File: config.mk
export PLATFORM = sky130hd
export DESIGN_NAME = tdl_ctrl
export DESIGN_NICKNAME = d
export VERILOG_FILES = /design/src/hdl/tdl_pkg.sv /design/src/hdl/tdl_ctrl.sv
export SDC_FILE = /design/constraint.sdc
export NUM_CORES = 1
export LEC_CHECK = 0
export BUFFER_PORTS_ARGS = -buffer_cell sky130_fd_sc_hd__clkbuf_2
export CORE_MARGIN = 5
export CORE_UTILIZATION = 45
export DETAILED_ROUTE_END_ITERATION = 8
export GPL_ROUTABILITY_DRIVEN = 0
export PLACE_DENSITY = 0.72
export SLEW_MARGIN = 5
export SYNTH_ARGS = -nofsm -noshare
export SYNTH_HDL_FRONTEND = slang
export SYNTH_SLANG_ARGS = --single-unit
File: constraint.sdc
create_clock -name clk -period 1.8 [get_ports clk]
set_input_delay 0.36 -clock clk [delete_from_list [all_inputs] [get_ports clk]]
set_output_delay 0.36 -clock clk [all_outputs]
set_load 0.01 [all_outputs]
File: src/hdl/tdl_pkg.sv
package tdl_pkg;

  localparam logic [1:0] OP_ACT   = 2'd0;
  localparam logic [1:0] OP_LEARN = 2'd1;
  localparam logic [1:0] OP_WRITE = 2'd2;

  localparam logic [1:0] REG_MODE     = 2'd0;
  localparam logic [1:0] REG_DISCOUNT = 2'd1;
  localparam logic [1:0] REG_TERMINAL = 2'd2;

  localparam logic [15:0] DISCOUNT_RST = 16'd62259;

  typedef enum logic [1:0] {ROW_S, ROW_NS, ROW_PREV} row_sel_t;
  typedef enum logic [1:0] {COL_A, COL_X, COL_RA, COL_PREV} col_sel_t;
  typedef enum logic [1:0] {WD_UPD, WD_ITEM, WD_ZERO} wd_sel_t;

  typedef struct packed {
    logic               mode;
    logic [15:0]        discount;
    logic signed [31:0] terminal;
  } cfg_regs_t;

  typedef struct packed {
    logic     ld_item;
    logic     rd_en;
    logic     wr_en;
    wd_sel_t  wd_sel;
    row_sel_t row;
    col_sel_t col;
    logic     x_clr;
    logic     x_inc;
    logic     clr_inc;
    logic     scan;
    logic     ld_q;
    logic     nq_mem;
    logic     nq_best;
    logic     mul1;
    logic     td_upd;
    logic     use_prev;
    logic     td_term;
    logic     mul2;
    logic     prev_upd;
    logic     out_ld;
    logic     out_zero;
  } dp_cmd_t;

  typedef struct packed {
    logic [1:0] opcode;
    logic       done;
    logic       start;
    logic       explore;
    logic       prev_valid;
    logic       x_last;
    logic       clr_last;
  } dp_stat_t;

  function automatic logic signed [31:0] sat32(input logic signed [35:0] v);
    logic signed [31:0] res;
    if (v > 36'sd2147483647) res = 32'sh7fffffff;
    else if (v < -36'sd2147483648) res = 32'sh80000000;
    else res = v[31:0];
    return res;
  endfunction

endpackage

File: src/hdl/tdl_ctrl.sv
module tdl_ctrl
  import tdl_pkg::*;
(
  input  logic     clk,
  input  logic     rst_n,
  input  logic     mode,
  input  logic     in_valid,
  output logic     in_stall,
  output logic     out_valid,
  input  logic     out_stall,
  input  dp_stat_t stat,
  output dp_cmd_t  cmd
);

  typedef enum logic [4:0] {
    S_CLR, S_IDLE, S_DEC, S_SCAN, S_SCANW, S_QL, S_T1, S_T2, S_T3, S_T4,
    S_SA, S_SB, S_SD, S_SE, S_P0, S_P1, S_P2, S_P3, S_P4, S_FIN
  } state_t;

  state_t   state_r, state_nxt;
  row_sel_t row_r, row_nxt;
  logic     sret_r, sret_nxt;   // after scan: 1 update current entry, 0 finish
  logic     tprev_r, tprev_nxt; // td target is the pending sarsa entry
  logic     zero_r, zero_nxt;
  logic     out_valid_r, out_valid_nxt;

  assign in_stall  = (state_r != S_IDLE);
  assign out_valid = out_valid_r;

  always_comb begin
    cmd           = '0;
    state_nxt     = state_r;
    row_nxt       = row_r;
    sret_nxt      = sret_r;
    tprev_nxt     = tprev_r;
    zero_nxt      = zero_r;
    unique case (state_r)
      S_CLR: begin
        cmd.wr_en   = 1'b1;
        cmd.wd_sel  = WD_ZERO;
        cmd.clr_inc = 1'b1;
        if (stat.clr_last) state_nxt = S_IDLE;
      end
      S_IDLE: begin
        if (in_valid) begin
          cmd.ld_item = 1'b1;
          state_nxt   = S_DEC;
        end
      end
      S_DEC: begin
        zero_nxt = 1'b0;
        case (stat.opcode)
          OP_WRITE: begin
            cmd.wr_en  = 1'b1;
            cmd.wd_sel = WD_ITEM;
            cmd.row    = ROW_S;
            cmd.col    = COL_A;
            zero_nxt   = 1'b1;
            state_nxt  = S_FIN;
          end
          OP_ACT: begin
            cmd.x_clr = 1'b1;
            row_nxt   = ROW_S;
            sret_nxt  = 1'b0;
            state_nxt = S_SCAN;
          end
          OP_LEARN: begin
            if (!mode) begin
              cmd.x_clr = 1'b1;
              row_nxt   = ROW_NS;
              sret_nxt  = 1'b1;
              state_nxt = S_SCAN;
            end else if (!stat.start && stat.prev_valid) begin
              state_nxt = S_SA;
            end else begin
              state_nxt = S_SD;
            end
          end
          default: begin
            zero_nxt  = 1'b1;
            state_nxt = S_FIN;
          end
        endcase
      end
      S_SCAN: begin
        cmd.rd_en = 1'b1;
        cmd.scan  = 1'b1;
        cmd.row   = row_r;
        cmd.col   = COL_X;
        cmd.x_inc = 1'b1;
        if (stat.x_last) state_nxt = S_SCANW;
      end
      S_SCANW: state_nxt = sret_r ? S_QL : S_FIN;
      S_QL: begin
        cmd.nq_best = 1'b1;
        cmd.rd_en   = 1'b1;
        cmd.row     = ROW_S;
        cmd.col     = COL_A;
        tprev_nxt   = 1'b0;
        state_nxt   = S_T1;
      end
      S_T1: begin
        cmd.ld_q  = 1'b1;
        cmd.mul1  = 1'b1;
        state_nxt = S_T2;
      end
      S_T2: begin
        cmd.td_upd   = 1'b1;
        cmd.use_prev = tprev_r;
        state_nxt    = S_T3;
      end
      S_T3: begin
        cmd.mul2  = 1'b1;
        state_nxt = S_T4;
      end
      S_T4: begin
        cmd.wr_en  = 1'b1;
        cmd.wd_sel = WD_UPD;
        cmd.row    = tprev_r ? ROW_PREV : ROW_S;
        cmd.col    = tprev_r ? COL_PREV : COL_A;
        cmd.x_clr  = 1'b1;
        if (tprev_r) begin
          state_nxt = S_SD;
        end else if (stat.done) begin
          state_nxt = S_P0;
        end else begin
          row_nxt   = ROW_NS;
          sret_nxt  = 1'b0;
          state_nxt = S_SCAN;
        end
      end
      S_SA: begin
        cmd.rd_en = 1'b1;
        cmd.row   = ROW_S;
        cmd.col   = COL_A;
        state_nxt = S_SB;
      end
      S_SB: begin
        cmd.nq_mem = 1'b1;
        cmd.rd_en  = 1'b1;
        cmd.row    = ROW_PREV;
        cmd.col    = COL_PREV;
        tprev_nxt  = 1'b1;
        state_nxt  = S_T1;
      end
      S_SD: begin
        cmd.prev_upd = 1'b1;
        cmd.x_clr    = 1'b1;
        row_nxt      = ROW_NS;
        if (stat.done && stat.explore) begin
          cmd.rd_en = 1'b1;
          cmd.row   = ROW_NS;
          cmd.col   = COL_RA;
          state_nxt = S_SE;
        end else begin
          sret_nxt  = stat.done;
          state_nxt = S_SCAN;
        end
      end
      S_SE: begin
        cmd.nq_mem = 1'b1;
        cmd.rd_en  = 1'b1;
        cmd.row    = ROW_S;
        cmd.col    = COL_A;
        tprev_nxt  = 1'b0;
        state_nxt  = S_T1;
      end
      S_P0: begin
        cmd.rd_en = 1'b1;
        cmd.row   = ROW_NS;
        cmd.col   = COL_X;
        state_nxt = S_P1;
      end
      S_P1: begin
        cmd.ld_q  = 1'b1;
        state_nxt = S_P2;
      end
      S_P2: begin
        cmd.td_term = 1'b1;
        state_nxt   = S_P3;
      end
      S_P3: begin
        cmd.mul2  = 1'b1;
        state_nxt = S_P4;
      end
      S_P4: begin
        cmd.wr_en  = 1'b1;
        cmd.wd_sel = WD_UPD;
        cmd.row    = ROW_NS;
        cmd.col    = COL_X;
        if (stat.x_last) begin
          cmd.x_clr = 1'b1;
          row_nxt   = ROW_NS;
          sret_nxt  = 1'b0;
          state_nxt = S_SCAN;
        end else begin
          cmd.x_inc = 1'b1;
          state_nxt = S_P0;
        end
      end
      S_FIN: begin
        if (!out_valid_r || !out_stall) begin
          cmd.out_ld   = 1'b1;
          cmd.out_zero = zero_r;
          state_nxt    = S_IDLE;
        end
      end
      default: state_nxt = S_IDLE;
    endcase
    out_valid_nxt = (out_valid_r && out_stall) || cmd.out_ld;
  end

  always_ff @(posedge clk) begin
    if (!rst_n) begin
      state_r     <= S_CLR;
      row_r       <= ROW_S;
      sret_r      <= 1'b0;
      tprev_r     <= 1'b0;
      zero_r      <= 1'b0;
      out_valid_r <= 1'b0;
    end else begin
      state_r     <= state_nxt;
      row_r       <= row_nxt;
      sret_r      <= sret_nxt;
      tprev_r     <= tprev_nxt;
      zero_r      <= zero_nxt;
      out_valid_r <= out_valid_nxt;
    end
  end

endmodule

After elaboration in Yosys (flattened, before gate mapping)
Index checks and enable logic that the tools add are counted.
Widths: inputs -> output; s select.
{"block": "word_totals", "register_bits": 11, "elab_cells": 119}
{"block": "op_classes", "n_eq_ne": 32, "n_reduce_logical": 25, "n_mux": 56}
{"op": "$pmux 5 s18", "count": 1}
{"op": "$eq 5x4->1 const B", "count": 8}
{"op": "$mux 5", "count": 7}
{"op": "$pmux 4 s6", "count": 1}
{"op": "$mux 1", "count": 21}
{"op": "$eq 5x3->1 const B", "count": 4}
{"op": "$eq 5x5->1 const B", "count": 4}
{"op": "$mux 2", "count": 9}
{"op": "$ne 2x2->1 const B", "count": 8}
{"op": "$reduce_or 2->1", "count": 8}
{"op": "$mux 4", "count": 3}
{"op": "$eq 5x2->1 const B", "count": 2}
{"op": "$pmux 1 s2", "count": 5}
{"op": "$pmux 5 s2", "count": 1}
{"op": "$pmux 3 s3", "count": 1}
{"op": "$pmux 2 s4", "count": 1}
{"op": "$mux 7", "count": 1}
{"op": "$reduce_and 7->1", "count": 1}
{"op": "$mux 3", "count": 2}
{"op": "$reduce_and 6->1", "count": 1}
{"op": "$reduce_or 6->1", "count": 1}
{"op": "$eq 5x1->1 const B", "count": 1}
{"op": "$logic_not 5->1", "count": 1}
{"op": "$ne 5x1->1 const B", "count": 1}
{"op": "other kinds (15)", "count": 20}

Logic depth before layout (Yosys ltp)
Gate-level depths: netlist (run 1).
{"block": "depth", "ltp_word": 6, "mapped_depth": 7, "ltp_nobuf": 5}

Worst setup path after synthesis (run 1)
Ideal clock, no wire load.
{"block": "synth_path", "kind": "register to output", "start": "register state_r[0]", "end": "output cmd[16] (netlist name)", "path_slack_ns": -0.018, "path_stages_with_launch": 6, "required_time_ns": 1.440, "t_arrival_ns": 1.458, "path_cell_list": "dfxtp_1 -> buf_2 -> and2b_1 -> and3_1 -> and3_1 -> or2_2"}
{"element": "start: declaration", "line": "tdl_ctrl.sv:20", "rtl": "state_t state_r, state_nxt;"}
{"element": "start signal: assignment", "line": "tdl_ctrl.sv:222", "rtl": "state_r <= state_nxt;"}
{"element": "end: declaration", "line": "tdl_ctrl.sv:12", "rtl": "output dp_cmd_t cmd"}

==> results.md, run 1 <==
* Outcome: finished, violations left
* Violated checks: setup timing
* Number of synthesized flops with an enable pin at 0
* Min cycle time layout at about 2100 ps
* Fin Setup TNS at -2310 ps
* Critical path, cell by cell: or3b_4, or3_4, o21ai_2, buf_2
* Final-report hold violation count at 0
* Die Y at around 61 um
* CP max FO at 7
* Average instance area after synthesis at roughly 6.6 um2
* Inst Count DP at 265
* Worst Hold Class: input pin to flip-flop
* # diodes at 0
* Clock Pin Slew Worst Setup and Hold Paths at approximately 90 ps
* VDD IR max at 545 uV
* Detailed Routing Iterations Pass 1 at 7
* Fin. max-slew vios at 0
* RSZ-0062 raised after global routing: yes
* Critical Path AT at ~1700 ps
* Crit path required time at roughly 1400 ps
* Flops & latches, synth at 10
* Largest net degree at the start of global routing at 17
* Fin worst setup slack at -254 ps
* Core Area at about 0.0025 mm2
* Post-Synthesis Cell Area at between 0.001 and 0.0015 mm2
* Die area at 0.00374 mm2
* Layout cell share with drive strength beyond 1 at ~56%
* Clk buf depth at 2
* Mean number of vias per cell at between 6 and 7
* Vias in the first global route at 1,757
* Crit-path leading delay family: simple AND/OR/NAND/NOR gates
* Post-route ant nets at 0
* First DRT Iteration DRCs at approximately 140
* Htree depth at 1
* Skew-Pair Late Insertion Delay at between 200 and 300 ps
* R2R Setup Slk at -170 ps
* Power per cell area at just under 600 mW/mm2
* Yosys cell types at 52
* GRT overflow at 0
* Hold_buf cts at 0
* Worst r2r path cells at 7
* Pleak at ~0.92 nW
* Hold Crit Depth at 4
* First-pass GRT wire length at between 8000 and 9000 um
* # fillers at approximately 170
* Yosys warns at 0
* CP bufs+invs at 1
* Post-synthesis sequential area ratio at 17.0%
* Post-placement setup slack at -36.4 ps
* I/O Pins at 39
* Initial cell density of the core at between 40% and 50%
* Layout Nets at 266
* # setup viols final at 20
* Critical Path End Type: primary output
* WP depth at 4
* Post-DP HPWL at about 3500 um
* IO Port Bufs at 38
* Initial antenna violation count at 0
* Largest stage delay on the critical path at 420 ps
* Tcrit/Tclk final at 114%
* Worst-path cell with the longest stage delay: or3b_4
* Final std cells w/o fill at approximately 280
* Total number of vias at approximately 1,800
* Wirelength per Cell at between 20 and 25 um
* Die Wd at between 60 and 70 um
* Clk root buf: clkbuf_4
* Async SR Flop Fraction at 0%
* Core Rows at 18
* Least-Margin Pin Slew at approximately 500 ps
* Ys flop type: dfxtp_1
* Area Overhead vs Synth at 70.9%
* Final Skew at roughly 9 ps
* Multi-input gate area at between 0.001 and 0.0015 mm2
* DRT Wirelength at 5980 um
* Worst slew margin at around two thirds
* CP Class: flip-flop to primary output
* Aggregate global-route resource usage at between 20% and 30%
* CTS tree: done
* Syn_nets at 191
* Cells after Synth at between 150 and 200
* DRC at 0
* Worst setup SP type: flip-flop
* FF/Latch Area at between 200 and 250 um2
* FMAX at between 400 and 500 MHz
* Clock sink count at 10
* Number of CTS-inserted buffers at 3
* Max-cap violations at 0
stage by stage:
| stage | cell area [um2] | hold WS, ps | power (mW) | utilization, % |
|---|---|---|---|---|
| CTS | 1850 | 410 | 1.06 | 73.8 |
| global placement | 1610 | 446 | 0.768 | 64.3 |
| detailed placement | 1610 | 474 | 0.779 | 64.3 |
| finish | 2010 | 429 | 1.20 | 80.5 |
| floorplan | 1190 | 436 | 0.578 | - |
| global route | 2010 | 446 | 1.25 | 80.5 |
cell families (layout without fill, tap and decap cells):
group / after synthesis / after routing / synth area share [%]
buffers and inverters: 22 / 96 / 8.93
muxes: 1 / 1 / 0.850
DFF: 10 / 10 / 17.0
and+or+nand+nor: 90 / 90 / 42.8
AOI/OAI and AO/OA: 53 / 53 / 28.9
xor gates and xnor gates: 2 / 2 / 1.49
cell type report:
cell class | instances | area share [%]
Multi-Input combinational cell | 146 | 53.9
Tap cell | 30 | 1.87
Sequential cell | 10 | 10.6
Timing Repair Buffer | 87 | 30.7
Clock buffer | 4 | 1.80
Inverter | 5 | 1.12
path summary, 6_finish.rpt:
kind         startpoint          to
max          state_r[0]     cmd[13]
min             stat[5]  state_r[0]
max reg2reg  state_r[0]  state_r[1]
min reg2reg      zero_r      zero_r
tightest hold or removal path: stages:
cell and delay [ps]:
clkbuf_2 90, nor2_1 70, nand4_1 90, a31oi_1 80
what timing repair did:
item,CTS,global route
setup buffers,9,7
gates resized for setup,42,41
setup endpoints to repair,23,27
pin swaps,12,13
layer usage:
metal  global-route usage (%)  routed length, um  vias to the layer above
met3                     8.81                746                       47
li1                         -                  -                      787
met4                     16.4                415                        0
met2                     48.0               2730                      163
met1                     34.3               2090                      816
met5                        0                  0                        -
report_power, final:
| part | internal [mW] | leakage [nW] | total [mW] | switching, mW |
|---|---|---|---|---|
| registers | 0.240 | 0.0841 | 0.269 | 0.0294 |
| logic | 0.315 | 0.812 | 0.707 | 0.391 |
| clock network | 0.123 | 0.0210 | 0.224 | 0.101 |
placed cells by master, fill, tap and decap left out, types with 3 or more instances in the layout:
master	instances
or3_4	3
nor3_1	5
dfxtp_1	5
buf_6	11
o21ai_1	4
buf_2	11
a21oi_1	9
a31oi_1	5
nor2b_1	5
clkbuf_4	3
o21ai_0	8
clkbuf_2	25
inv_1	3
dfxtp_4	3
nor3_2	4
nand2_1	15
buf_4	39
or2_4	3
nand3b_1	3
nor2_1	14
state kept, by name (all words and copies together) (netlist names):
name / cells
row_r: 1
out_valid: 1
sret_r: 1
zero_r: 1
tprev_r: 1
state_r: 5
synth_stat cells (2+ instances only):
cell type	instances	area, um2
or2_2	4	25.0
nor3_2	2	20.0
clkbuf_1	6	22.5
nand2b_1	3	18.8
buf_2	6	30.0
o21ai_1	3	15.0
dfxtp_1	10	200
a21oi_1	13	65.1
a31oi_1	5	31.3
nand2_1	18	67.6
buf_1	2	7.51
and3_1	4	25.0
nor4_1	4	25.0
nand3_1	2	10.0
o31ai_1	2	15.0
o21a_1	2	15.0
o21ai_0	11	55.1
a21boi_0	2	15.0
nand3b_1	3	22.5
and2_1	3	18.8
nor3b_1	2	15.0
inv_1	5	18.8
nor2b_1	7	43.8
nor3_1	9	45.0
nor2_1	17	63.8
buf_4	2	15.0
o22ai_1	2	12.5
a211oi_1	3	22.5
or3_1	3	18.8
Note: power is estimated with default switching activity, not from simulation.
==> inputs of run 2 (changes only) <==
CORE_UTILIZATION = 50   (was 45)
PLACE_DENSITY = 0.76   (was 0.72)
clock period = 2.2 ns   (was 1.8 ns; I/O delays follow)
==> results.md, run 2 (synthesis results as in run 1) <==
* Largest reg by FF count: state_r
* CP Class: flip-flop to primary output
* Layout Nets at 229 (-14%)
* Worst slew margin at 63.5% (-3.6 points)
* Clk root buf: clkbuf_4
* I/O Pins at 39 (unchanged)
* Final Skew at 3.00 ps (-5.75 ps)
* Worst Hold Class: flip-flop to flip-flop
* Top Metal Used: met4
* Outcome: finished clean
* Net Switching at 0.316 mW (-39%)
* Most common cell after layout, fill and taps aside: clkbuf_2
* CTS tree: done
* Post-placement setup slack at 172 ps (+209 ps)
* Crit path required time at 1760 ps (+320 ps)
* Post-DP Area at 0.00141 mm2 (-13%)
* Final std cells w/o fill at 243 (-14%)
* Core Rows at 17 (-1)
* Final Cell Area at 0.00149 mm2 (-26%)
* Clock Pin Slew Worst Setup and Hold Paths at 70 ps (-20 ps)
* DRT Wirelength at 3830 um (-36%)
* Clock sink count at 10 (unchanged)
* Die area at 0.00343 mm2 (-8.4%)
* # setup viols final at 0 (-100%)
* GRT overflow at 0 (unchanged)
* Critical Path End Type: primary output
* Tcrit/Tclk final at a little over nine tenths
* Htree depth at 1 (unchanged)
* Total number of vias at 1,507 (-17%)
* Met3 wire length at 401 um (-46%)
* Multi-input gate area at 897 um2 (-17%)
* Wirelength per Cell at 15.7 um (-26%)
* Max-cap violations at 0 (unchanged)
* # fillers at 212 (+28%)
* Area Overhead vs Synth at 26.5%
* Met2 WL at 1810 um (-34%)
* Initial cell density of the core at 52.7% (+5.6 points)
* Worst r2r path cells at 6 (-1)
* Post-DP HPWL at 2950 um (-15%)
* Utilization after layout at 66.7% (-14 points)
* Met1 wire length at 1490 um (-28%)
* Hold EP: zero_r
* Largest net degree at the start of global routing at 23 (+6)
* Vias in the first global route at 1,333 (-24%)
* RSZ-0062 raised after global routing: yes
* Most frequent cells in the layout: 38 x clkbuf_2, 18 x nand2_1, 17 x nor2_1, 13 x a21oi_1, 11 x o21ai_0
* Sw Ratio at 41.2% (-2.3 points)
* Die Y at 58.5 um (-4.3%)
* First DRT Iteration DRCs at 77 (-47%)
* Aggregate global-route resource usage at 22.8% (-6.7 points)
* Pleak at 0.669 nW (-27%)
* DRC at 0 (unchanged)
* Detailed Routing Iterations Pass 1 at 5 (-2)
* Minimum hold slack at 464 ps (+34.9 ps)
* Mean number of vias per cell at 6.20 (-3.5%)
* Max FFs per register at 5 (unchanged)
* Post-route ant nets at 0 (unchanged)
* Initial antenna violation count at 0 (unchanged)
* IO Port Bufs at 38 (unchanged)
* Fin Setup TNS at 0 ps (+2310 ps)
* # diodes at 0 (unchanged)
* Fin. max-slew vios at 0 (unchanged)
* Least-Margin Pin Slew at 543 ps (+53.7 ps)
* Die Wd at 58.5 um (-4.3%)
* Skew-Pair Late Insertion Delay at 280 ps (about the same)
* Core Area at 0.00223 mm2 (-11%)
* Combinational power share at 48.7% (-10 points)
* Internal power at 0.452 mW (-33%)
* R2R Setup Slk at 330 ps (+500 ps)
* Worst hold start: zero_r
* Inst Count DP at 239 (-9.8%)
* Layout cell share with drive strength beyond 1 at 34.0% (-22 points)
* Reg-to-Reg End: row_r[0]
* CP max FO at 7 (unchanged)
* Worst setup SP type: flip-flop
* Critical Path AT at 1700 ps (about the same)
* FMAX at about 470 MHz
* FF/Latch Area at 210 um2 (-1.8%)
* Min cycle time layout at 2140 ps
* Reg2Reg Launch Point: state_r[2]
* Clk buf depth at 2 (unchanged)
* VDD IR max at 324 uV (-40%)
* Power per cell area at 516 mW/mm2 (-14%)
* Number of CTS-inserted buffers at 3 (unchanged)
* Final-report hold violation count at 0 (unchanged)
* Hold Crit Depth at 2 (-2)
* Clock group share of total power at 22.9% (+4.2 points)
* Fin worst setup slack at 57.6 ps (+312 ps)
* First-pass GRT wire length at 6200 um (-24%)
* Reg power frac at 28.4% (+6.0 points)
* Design Power at 0.768 mW (-36%)
-- run 2: cell type report --
class | count | area share (%)
Clock buffer | 4 | 2.44
Tap cell | 28 | 2.35
Inverter | 5 | 1.26
Multi-Input combinational cell | 146 | 60.3
Sequential cell | 10 | 14.1
Timing Repair Buffer | 50 | 19.6
-- run 2: how the worst max path moves through the flow --
stage	from	to	slack (ps)	cells past startpoint
after floorplan	state_r[0]	cmd[16]	300	5
after global placement	state_r[4]	cmd[0]	190	5
after detailed placement	state_r[4]	cmd[0]	170	5
after CTS	state_r[0]	cmd[16]	2	5
after global routing	state_r[4]	cmd[16]	-1	5
final	state_r[0]	cmd[16]	60	5
-- run 2: worst max-delay path, cell delays in order (launching register included) --
cell and delay, ps:
dfxtp_4 380, and2b_1 200, and3_1 220, and3_4 230, or2_2 270, clkbuf_2 130
-- run 2: layer usage --
metal  global-route usage, %  vias to the layer above
li1                        -                      720
met1                    31.7                      669
met2                    35.9                       98
met3                    3.29                       20
met4                    7.28                        0
met5                       0                        -
-- run 2: timing repair --
item	in CTS	in global routing
endpoints found under the hold margin	0	0
setup endpoints to repair	7	8
setup buffers	0	0
resized for setup	4	13
hold buffers	0	0
-- run 2: power by group through the flow --
stage	combinational, mW	sequential (mW)	clock, mW
floorplan	0.267	0.201	0
detailed placement	0.357	0.216	0
CTS	0.358	0.214	0.176
global placement	0.351	0.215	0
finish	0.374	0.218	0.175
global route	0.407	0.221	0.190
